===== src/sv/nrzi_fifo_bit_transmitter_macros.svh =====
// ----------------------------------------------------------------------------
// NRZI FIFO bit transmitter assertion macros
// Shared concurrent check forms, clocked on clk and quiet during reset.
// ----------------------------------------------------------------------------
`ifndef NRZI_FIFO_BIT_TRANSMITTER_MACROS_SVH
`define NRZI_FIFO_BIT_TRANSMITTER_MACROS_SVH

// same-cycle implication
`define NFBT_ASSERT_SAME(label, ante, cons, msg) \
  label: assert property (@(posedge clk) disable iff (!rst_n) (ante) |-> (cons)) \
    else $error(msg);

// next-cycle implication
`define NFBT_ASSERT_NEXT(label, ante, cons, msg) \
  label: assert property (@(posedge clk) disable iff (!rst_n) (ante) |=> (cons)) \
    else $error(msg);

`endif


===== src/sv/nfbt_pkg.sv =====
// ----------------------------------------------------------------------------
// NRZI FIFO bit transmitter package
// Item types, operation codes and fixed constants shared by the front end, back end and top modules.
// ----------------------------------------------------------------------------
`default_nettype none

package nfbt_pkg;

  localparam int unsigned BYTE_W = 8;
  localparam logic [2:0] LAST_BIT = 3'd7;

  typedef enum logic [1:0] {
    OP_WRITE = 2'b01,
    OP_TICK  = 2'b10
  } op_kind_t;

  typedef struct packed {
    logic              mode;
    logic [BYTE_W-1:0] data_byte;
    logic              last_byte;
  } in_item_t;

  typedef struct packed {
    logic line_level;
    logic tx_active;
    logic done_pulse;
    logic write_dropped;
  } out_item_t;

  typedef struct packed {
    op_kind_t          kind;
    logic [BYTE_W-1:0] data;
    logic              last;
  } op_t;

  typedef struct packed {
    logic valid;
    op_t  op;
  } queue_head_t;

endpackage

`default_nettype wire


===== src/sv/nfbt_ram.sv =====
// ----------------------------------------------------------------------------
// NRZI FIFO bit transmitter RAM
// Generic single-write, single-read memory with registered read data.
// ----------------------------------------------------------------------------
`default_nettype none

module nfbt_ram #(
  parameter int unsigned WIDTH = 8,
  parameter int unsigned DEPTH = 64,
  localparam int unsigned ADDR_W = (DEPTH > 1) ? $clog2(DEPTH) : 1
) (
  input  wire logic              clk,
  input  wire logic              we,
  input  wire logic [ADDR_W-1:0] waddr,
  input  wire logic [WIDTH-1:0]  wdata,
  input  wire logic              re,
  input  wire logic [ADDR_W-1:0] raddr,
  output logic      [WIDTH-1:0]  rdata
);

  logic [WIDTH-1:0] mem_r [DEPTH];

  always_ff @(posedge clk) begin
    if (we) begin
      mem_r[waddr] <= wdata;
    end
    if (re) begin
      rdata <= mem_r[raddr];
    end
  end

endmodule

`default_nettype wire


===== src/sv/nfbt_front.sv =====
// ----------------------------------------------------------------------------
// NRZI FIFO bit transmitter front end
// Accepts input items, classifies them and holds them in a two-entry queue.
// ----------------------------------------------------------------------------
`default_nettype none

module nfbt_front (
  input  wire logic                 clk,
  input  wire logic                 rst_n,
  input  wire logic                 in_valid,
  output logic                      in_stall,
  input  wire nfbt_pkg::in_item_t   in_data,
  output nfbt_pkg::queue_head_t     q_head,
  input  wire logic                 q_pop
);

  nfbt_pkg::op_t slot_r [2];
  logic          wr_ptr_r, wr_ptr_nxt;
  logic          rd_ptr_r, rd_ptr_nxt;
  logic [1:0]    cnt_r, cnt_nxt;
  logic          push;
  logic          pop;
  nfbt_pkg::op_t in_op;

  assign in_stall = (cnt_r == 2'd2);
  assign push     = in_valid && !in_stall;
  assign pop      = q_pop && (cnt_r != 2'd0);

  always_comb begin
    in_op.kind = in_data.mode ? nfbt_pkg::OP_TICK : nfbt_pkg::OP_WRITE;
    in_op.data = in_data.data_byte;
    in_op.last = in_data.last_byte;
  end

  always_comb begin
    wr_ptr_nxt = push ? ~wr_ptr_r : wr_ptr_r;
    rd_ptr_nxt = pop ? ~rd_ptr_r : rd_ptr_r;
    case ({push, pop})
      2'b10:   cnt_nxt = cnt_r + 2'd1;
      2'b01:   cnt_nxt = cnt_r - 2'd1;
      default: cnt_nxt = cnt_r;
    endcase
  end

  always_ff @(posedge clk) begin
    if (!rst_n) begin
      wr_ptr_r <= 1'b0;
      rd_ptr_r <= 1'b0;
      cnt_r    <= 2'd0;
    end else begin
      wr_ptr_r <= wr_ptr_nxt;
      rd_ptr_r <= rd_ptr_nxt;
      cnt_r    <= cnt_nxt;
    end
  end

  always_ff @(posedge clk) begin
    if (push) begin
      slot_r[wr_ptr_r] <= in_op;
    end
  end

  assign q_head = '{valid: (cnt_r != 2'd0), op: slot_r[rd_ptr_r]};

endmodule

`default_nettype wire


===== src/sv/nfbt_back.sv =====
// ----------------------------------------------------------------------------
// NRZI FIFO bit transmitter back end
// Runs queued operations against the byte buffer and the NRZI line state.
// ----------------------------------------------------------------------------
`default_nettype none
`include "nrzi_fifo_bit_transmitter_macros.svh"

module nfbt_back #(
  parameter int unsigned BUFFER_DEPTH = 64,
  localparam int unsigned PTR_W = (BUFFER_DEPTH > 1) ? $clog2(BUFFER_DEPTH) : 1,
  localparam int unsigned CNT_W = $clog2(BUFFER_DEPTH + 1)
) (
  input  wire logic                  clk,
  input  wire logic                  rst_n,
  input  wire nfbt_pkg::queue_head_t q_head,
  output logic                       q_pop,
  output logic                       out_valid,
  input  wire logic                  out_stall,
  output nfbt_pkg::out_item_t        out_data
);

  localparam logic [PTR_W-1:0] PTR_LAST = PTR_W'(BUFFER_DEPTH - 1);
  localparam logic [CNT_W-1:0] CNT_FULL = CNT_W'(BUFFER_DEPTH);

  logic [PTR_W-1:0]                rp_r, rp_nxt;
  logic [PTR_W-1:0]                wp_r, wp_nxt;
  logic [CNT_W-1:0]                count_r, count_nxt;
  logic [2:0]                      bit_r, bit_nxt;
  logic                            level_r, level_nxt;
  logic                            active_r, active_nxt;
  logic [nfbt_pkg::BYTE_W-1:0]     head_r;
  logic                            head_valid_r, head_valid_nxt;
  logic                            rd_pend_r;
  logic [nfbt_pkg::BYTE_W-1:0]     rd_data;
  logic                            fetch;
  logic                            out_free;
  logic                            exec;
  logic                            is_write;
  logic                            is_tick;
  logic                            full;
  logic                            mem_we;
  logic                            done;
  logic                            dropped;
  logic                            out_valid_r, out_valid_nxt;
  nfbt_pkg::out_item_t             out_data_r;

  assign is_write = (q_head.op.kind == nfbt_pkg::OP_WRITE);
  assign is_tick  = (q_head.op.kind == nfbt_pkg::OP_TICK);
  assign out_free = !out_valid_r || !out_stall;
  assign exec     = q_head.valid && out_free &&
                    (is_write || !active_r || head_valid_r);
  assign q_pop    = exec;
  assign full     = (count_r == CNT_FULL);
  assign mem_we   = exec && is_write && !full;
  assign fetch    = !head_valid_r && !rd_pend_r && (count_r != '0);

  nfbt_ram #(
    .WIDTH (nfbt_pkg::BYTE_W),
    .DEPTH (BUFFER_DEPTH)
  ) u_store (
    .clk   (clk),
    .we    (mem_we),
    .waddr (wp_r),
    .wdata (q_head.op.data),
    .re    (fetch),
    .raddr (rp_r),
    .rdata (rd_data)
  );

  always_comb begin
    rp_nxt         = rp_r;
    wp_nxt         = wp_r;
    count_nxt      = count_r;
    bit_nxt        = bit_r;
    level_nxt      = level_r;
    active_nxt     = active_r;
    head_valid_nxt = head_valid_r || rd_pend_r;
    done           = 1'b0;
    dropped        = 1'b0;
    if (exec && is_write) begin
      if (full) begin
        dropped = 1'b1;
      end else begin
        wp_nxt    = (wp_r == PTR_LAST) ? '0 : wp_r + PTR_W'(1);
        count_nxt = count_r + CNT_W'(1);
      end
      if (q_head.op.last && (count_nxt != '0)) begin
        active_nxt = 1'b1;
      end
    end else if (exec && is_tick && active_r) begin
      level_nxt = level_r ^ ~head_r[bit_r];
      if (bit_r == nfbt_pkg::LAST_BIT) begin
        bit_nxt        = 3'd0;
        rp_nxt         = (rp_r == PTR_LAST) ? '0 : rp_r + PTR_W'(1);
        head_valid_nxt = 1'b0;
        count_nxt      = count_r - CNT_W'(1);
        if (count_nxt == '0) begin
          active_nxt = 1'b0;
          done       = 1'b1;
        end
      end else begin
        bit_nxt = bit_r + 3'd1;
      end
    end
  end

  always_comb begin
    out_valid_nxt = out_valid_r;
    if (exec) begin
      out_valid_nxt = 1'b1;
    end else if (!out_stall) begin
      out_valid_nxt = 1'b0;
    end
  end

  always_ff @(posedge clk) begin
    if (!rst_n) begin
      rp_r         <= '0;
      wp_r         <= '0;
      count_r      <= '0;
      bit_r        <= 3'd0;
      level_r      <= 1'b0;
      active_r     <= 1'b0;
      head_valid_r <= 1'b0;
      rd_pend_r    <= 1'b0;
      out_valid_r  <= 1'b0;
    end else begin
      rp_r         <= rp_nxt;
      wp_r         <= wp_nxt;
      count_r      <= count_nxt;
      bit_r        <= bit_nxt;
      level_r      <= level_nxt;
      active_r     <= active_nxt;
      head_valid_r <= head_valid_nxt;
      rd_pend_r    <= fetch;
      out_valid_r  <= out_valid_nxt;
    end
  end

  always_ff @(posedge clk) begin
    if (rd_pend_r) begin
      head_r <= rd_data;
    end
    if (exec) begin
      out_data_r.line_level    <= level_nxt;
      out_data_r.tx_active     <= active_nxt;
      out_data_r.done_pulse    <= done;
      out_data_r.write_dropped <= dropped;
    end
  end

  assign out_valid = out_valid_r;
  assign out_data  = out_data_r;

  `NFBT_ASSERT_SAME(a_active_has_bytes, active_r, count_r != '0,
    "transmitter active with empty buffer")
  `NFBT_ASSERT_SAME(a_count_bound, 1'b1, count_r <= CNT_FULL,
    "fill count beyond buffer depth")
  `NFBT_ASSERT_NEXT(a_fetch_lands, rd_pend_r, head_valid_r || count_r == '0,
    "head fetch did not load head byte")
  `NFBT_ASSERT_NEXT(a_done_stops, exec && done, !active_r && count_r == '0,
    "done given while bytes remain")

endmodule

`default_nettype wire


===== src/sv/nrzi_fifo_bit_transmitter.sv =====
// ----------------------------------------------------------------------------
// NRZI FIFO bit transmitter
// Byte FIFO feeding an NRZI line encoder, one result item per input item.
// ----------------------------------------------------------------------------
// Input items carry mode, data_byte and last_byte on in_data; a write queues a
// byte (a last write starts sending), a tick sends one bit of the head byte,
// least significant bit first, toggling the line on a zero bit.
// Each input item yields one result item on out_data: line level, active flag,
// done pulse on the tick that drains the buffer, and a drop flag for a write
// that found the buffer full.
// Results are registered: an item passes through the two-entry queue and then the output register.
// Throughput: one item per cycle while the output is not stalled. After a byte is retired,
// the next tick waits while the new head byte is read from the buffer RAM, whose
// read data is registered.
// A two-entry queue parts the input side from the execution side; in_stall
// rises only when that queue is full. A stalled result holds in the output
// register while the queue keeps taking items.
// Reset (rst_n low, synchronous) empties the buffer, clears the pointers,
// the line level and the active flag. Buffer contents are not cleared.
// ----------------------------------------------------------------------------
`default_nettype none

module nrzi_fifo_bit_transmitter #(
  parameter int unsigned BUFFER_DEPTH = 64
) (
  input  wire logic                clk,
  input  wire logic                rst_n,
  input  wire logic                in_valid,
  output logic                     in_stall,
  input  wire nfbt_pkg::in_item_t  in_data,
  output logic                     out_valid,
  input  wire logic                out_stall,
  output nfbt_pkg::out_item_t      out_data
);

  nfbt_pkg::queue_head_t q_head;
  logic                  q_pop;

  nfbt_front u_front (
    .clk      (clk),
    .rst_n    (rst_n),
    .in_valid (in_valid),
    .in_stall (in_stall),
    .in_data  (in_data),
    .q_head   (q_head),
    .q_pop    (q_pop)
  );

  nfbt_back #(
    .BUFFER_DEPTH (BUFFER_DEPTH)
  ) u_back (
    .clk       (clk),
    .rst_n     (rst_n),
    .q_head    (q_head),
    .q_pop     (q_pop),
    .out_valid (out_valid),
    .out_stall (out_stall),
    .out_data  (out_data)
  );

endmodule

`default_nettype wire


===== config.mk =====
export PLATFORM = sky130hd
export DESIGN_NAME = nrzi_fifo_bit_transmitter
export DESIGN_NICKNAME = d
export VERILOG_FILES = /design/src/sv/nfbt_pkg.sv /design/src/sv/nfbt_ram.sv /design/src/sv/nfbt_front.sv /design/src/sv/nfbt_back.sv /design/src/sv/nrzi_fifo_bit_transmitter.sv
export VERILOG_INCLUDE_DIRS = /design/src /design/src/sv
export SDC_FILE = /design/constraint.sdc
export NUM_CORES = 1
export LEC_CHECK = 0
export BUFFER_PORTS_ARGS = -buffer_cell sky130_fd_sc_hd__buf_2
export CAP_MARGIN = 20
export CORE_ASPECT_RATIO = 2
export CORE_MARGIN = 3
export CORE_UTILIZATION = 40
export DETAILED_ROUTE_END_ITERATION = 16
export PLACE_DENSITY = 0.61
export RECOVER_POWER = 100
export SETUP_SLACK_MARGIN = 0.15
export SYNTH_ARGS = -nofsm -noshare
export SYNTH_HDL_FRONTEND = slang
export SYNTH_HIERARCHICAL = 1
export SYNTH_SLANG_ARGS = --single-unit

===== constraint.sdc =====
create_clock -name clk -period 2.7 [get_ports clk]
set_input_delay 0.405 -clock clk [delete_from_list [all_inputs] [get_ports clk]]
set_output_delay 0.405 -clock clk [all_outputs]
set_load 0.03 [all_outputs]

# Word-level counts from Yosys, hierarchy flattened
# Memories as Yosys holds them, arrays and structs flattened. A register that Yosys moved wholly into a read port is not among the register bits.
# Index checks and enable logic that the tools add are counted.
[word_totals]
input_bits = 14
mem_count = 2
ramBits = 534
regBits = 43
[memory_table]
columns = ["memory", "words", "width", "read_ports", "rd_ports_with_merged_regs", "wr", "line", "source"]
rows = [
  ["u_back.u_store.mem_r", 64, 8, 1, 1, 1, "nfbt_ram.sv:21", "logic [WIDTH-1:0] mem_r [DEPTH];"],
  ["u_front.slot_r", 2, 11, 1, 1, 1, "nfbt_front.sv:17", "nfbt_pkg::op_t slot_r [2];"],
]
[op_classes]
order_cmp = 1
bitwise = 8
mux = 32
reduce_logical = 34
eq_ne = 10
n_addsub = 7
[ops]
columns = ["op", "n"]
rows = [
  ["2-to-1 mux 7 bit", 5],
  ["2-to-1 mux 1 bit", 21],
  ["nonzero test 7 bit", 2],
  ["adder 6 x 1 -> 6 bit (second input constant)", 2],
  ["equality test 6 bit (second input constant)", 2],
  ["2-to-1 mux 6 bit", 2],
  ["logical AND 1 bit", 11],
  ["nonzero test 2 bit", 4],
  ["adder 7 x 1 -> 7 bit (second input constant)", 1],
  ["equality test 7 bit (second input constant)", 1],
  ["zero test 1 bit", 7],
  ["zero test 7 bit", 1],
  ["NOT 1 bit", 7],
  ["subtractor 7 x 1 -> 7 bit (second input constant)", 1],
  ["equality test 2 bit (second input constant)", 3],
  ["AND reduction 2 bit", 3],
  ["equality test 2 x 1 -> 1 bit (second input constant)", 2],
  ["logical OR 1 bit", 4],
  ["< comparator 3 x 4 -> 1 bit (second input constant)", 1],
  ["one-hot mux 2 bit (2 select lines)", 1],
  ["adder 3 x 1 -> 3 bit (second input constant)", 1],
  ["binary-select mux 1 bit (select 3 bit)", 1],
  ["equality test 3 bit (second input constant)", 1],
  ["2-to-1 mux 3 bit", 1],
  ["7 further kinds", 7],
]

# Logic depth before layout (Yosys ltp)
[depth]
depth_word = 10
mapped_depth = 10
mapped_depth_nobuf = 9

# By module
# Netlist, hierarchy kept.
[by_module_without_submodules]
columns = ["mod", "instances", "cells_each", "area_each_um2"]
rows = [
  ["nfbt_ram", 1, 940, 20246.9],
  ["nfbt_back", 1, 207, 2003.2],
  ["nfbt_front", 1, 61, 1032.2],
]

# Worst setup path before layout
# No wires, ideal clock.
[synth_timing]
kind = "flip-flop to flip-flop"
start = "reg with a tool-made name"
end = "mem u_back.u_store.mem_r[62][0], enable pin"
path_buffers = 2
setup_ps = 370
t_arrival_ps = 2495
stages_incl_launch_ff = 11
path_slack_ps = -165
period_less_slack_ps = 2865
cell_sequence = "dfxtp_1 buf_2 mux2_2 nor2b_1 and2_1 buf_4 nand2_1 inv_1 nor2b_1 nand3_1 nor2_1"
[synth_rtl]
columns = ["element", "line"]
rows = [
  ["to (decl)", "nfbt_ram.sv:21"],
]

==> out/metrics.cfg <==
[route]
drt_pass1_iterations = 6
wl_per_cell_um = 26.1
drtIter0Drc = 982
routed_wl_um = 56000
route.antenna.remaining_nets = 0
drc = 0
viasPerCell = 5.54
num_vias = 11900

[grt]
track_usage_pct = 18.5
grt_overflow_total = 0
grt_max_degree = 65
grt_pass1_wl_um = 83000
grt_use_met3_pct = 1.98
grt-busiest-layer = met2
grt_pass1_vias = 12600
antenna_found_initial = 0
met2_usage_pct = 36.5
use_met1_pct = 18.8

[die]
die_w_um = 177
die_area_um2 = 61300
std_cell_rows = 124
dieHeight_um = 347
initial_utilization_pct = 40.6
core_area_um2 = 57400
ios = 20

[placement]
numPortBuffers = 19
gp_congestion = 0.849
dp_hpwl_um = 37900
pre_cts_ws_ps = -65.8

[worst_setup_path]
startpoint_type = flip-flop
end_kind = flip-flop
crit_required_ps = 3020
critPathMaxFanout = 12
path_class = flip-flop to flip-flop
critical_path_arrival_ps = 2910

[sta]
rsz0062_at_grt = false
fin_crit_ps = 2600
hold_viol_final = 0
finalClockSkew_ps = 26.5
period_share_pct = 96.2
fin_setup_tns_ps = 0
fmax_mhz = 385
worst_pin_slew_ps = 1300
slew_headroom_pct = 13.3
setup_slack_ps = 104
setup_viol = 0
maxSlewViolCount = 0

[finish]
fin_nets = 1375
fillers = 4855
layout_commonest_cell = edfxtp_1
final_cell_mix = edfxtp_1, mux4_2, nor2_1, buf_4, clkbuf_16
syn_to_final_growth_pct = 15.2
diodes = 0
drive_gt1_share_pct = 28.1
regArea_um2 = 17300
multiInputGateArea_um2 = 5830

[clocking]
root_buffer = clkbuf_16
clk_path_buf_depth = 3
cts_buffers = 48
cts_tree = done
h-tree-depth = 2
insertion_delay_ps = 590
cts.sinks = 586
clkSlewWorstSetupHoldPaths_ps = 70

[flow_run]
maxCapViolCount = 0

[power_and_ir_drop]
peakVddDrop_uv = 488
p_leak_nw = 8.14
powerDensity_nw_per_um2 = 727

[hold_path]
min_path_type = input port to flip-flop

[yosys]
synthMuxAreaShare_pct = 14.8
postSynthCellCount = 1208
synth_seq_cells = 586
ys_types = 66
netlist_area_um2 = 23300
synth_warnings = 6
avgSynthCellArea_um2 = 19.3
synth_edf_count = 554
synthSimpleGateAreaFrac_pct = 5.36
synth_top_family_by_area = multiplexers
synth_compound_area_share_pct = 2.71
synth-seq-area-share_pct = 74.2
synth_flop_cell = edfxtp_1
synth-xor-area-share_pct = 0.752
yosys.area_share.adder_pct = 0.430
syn-num-nets = 1230
async_flop_share_pct = 0

[outcome]
outcome = finished clean

==> where the power goes <==
group / switching [W] / internal, W
combinational: 0.00143 / 0.000422
clock: 0.00317 / 0.00346
sequential: 0.0000994 / 0.0109
total: 0.00470 / 0.0148
==> through the flow <==
step	total power (W)	util, %	hold slack, ps	std cells	instance area, um^2
4_1_cts	0.0198	47.0	6.32	2139	27000
2_1_floorplan	0.0122	-	400	1208	23600
3_3_place_gp	0.0130	43.9	403	2033	25200
6_report	0.0195	46.7	85.5	2145	26800
5_1_grt	0.0202	46.7	75.5	2145	26800
3_5_place_dp	0.0131	43.9	406	2034	25200
==> path summary, 6_finish.rpt <==
check | to | cells after the start | from | slack [ps]
worst min register to register | u_back/head_r[1] | 0 | u_back/u_store/rdata[1] | 420
worst max register to register | u_back/u_store/rdata[6] | 6 | u_back/rp_r[0] | 100
worst min-delay path | u_front/slot_r[1][5] | 1 | in_data[5] | 90
worst max-delay path | u_back/u_store/rdata[6] | 6 | u_back/rp_r[0] | 100
==> registers in the layout, summed over array words and instances, names as in the netlist, 2 cells and up, named ones only <==
signal                flops
u_back/u_store/rdata      8
u_back/bit_r              3
u_front/slot_r           22
u_back/rp_r               6
u_back/out_data           4
u_front/cnt_r             2
u_back/head_r             8
u_back/wp_r               6
u_back/count_r            7
u_back/u_store/mem_r    512
==> cell type report <==
type	instances	area share, %
inverter	9	0.135
clock inverter	33	0.798
clock buffer	53	4.67
multi-input combinational	552	21.8
sequential	586	64.5
timing repair buffer	156	4.66
tap	756	3.53
==> cell families (layout without fill, tap and decap cells) <==
| logic type | Yosys count | count (layout) |
|---|---|---|
| flip-flops | 586 | 586 |
| AND/OR/NAND/NOR | 259 | 259 |
| multiplexers | 181 | 181 |
| AO/OA/AOI/OAI | 84 | 84 |
| buffers and inverters | 70 | 251 |
| XOR/XNOR | 20 | 20 |
| adder cells (fa/ha/maj) | 8 | 8 |
==> synthesized netlist by cell type (15+ instances only) <==
cell | count | area [um^2]
mux2i_1 | 28 | 280
xnor2_1 | 15 | 131
nor2_1 | 106 | 398
mux4_2 | 128 | 2880
edfxtp_1 | 554 | 16600
nand3_1 | 30 | 150
buf_4 | 16 | 120
nor2b_1 | 19 | 119
mux2_2 | 25 | 282
nand2_1 | 40 | 150
clkbuf_1 | 18 | 67.6
buf_2 | 16 | 80.1
dfxtp_1 | 32 | 641
==> worst max-delay path: stages (launching register included) <==
cell	delay, ps
dfxtp_2	480
buf_12	230
mux4_2	540
mux2_2	270
o221a_2	300
nor3_1	360
o32ai_1	150
==> layer usage <==
layer | vias to the layer above | wire length [um]
met4 | 0 | 3230
li1 | 5190 | -
met5 | - | 0
met3 | 137 | 1790
met1 | 6258 | 18100
met2 | 298 | 32800
==> repair_timing <==
action | in CTS | in global routing
setup endpoints to repair | 227 | 171
pin swaps | 16 | 0
gates cloned | 1 | 0
hold buffers | 6 | 0
setup buffers | 12 | 5
hold endpoints to repair | 12 | 0
resized for setup | 8 | 9
No activity file was read; power rests on OpenSTA's default activity.
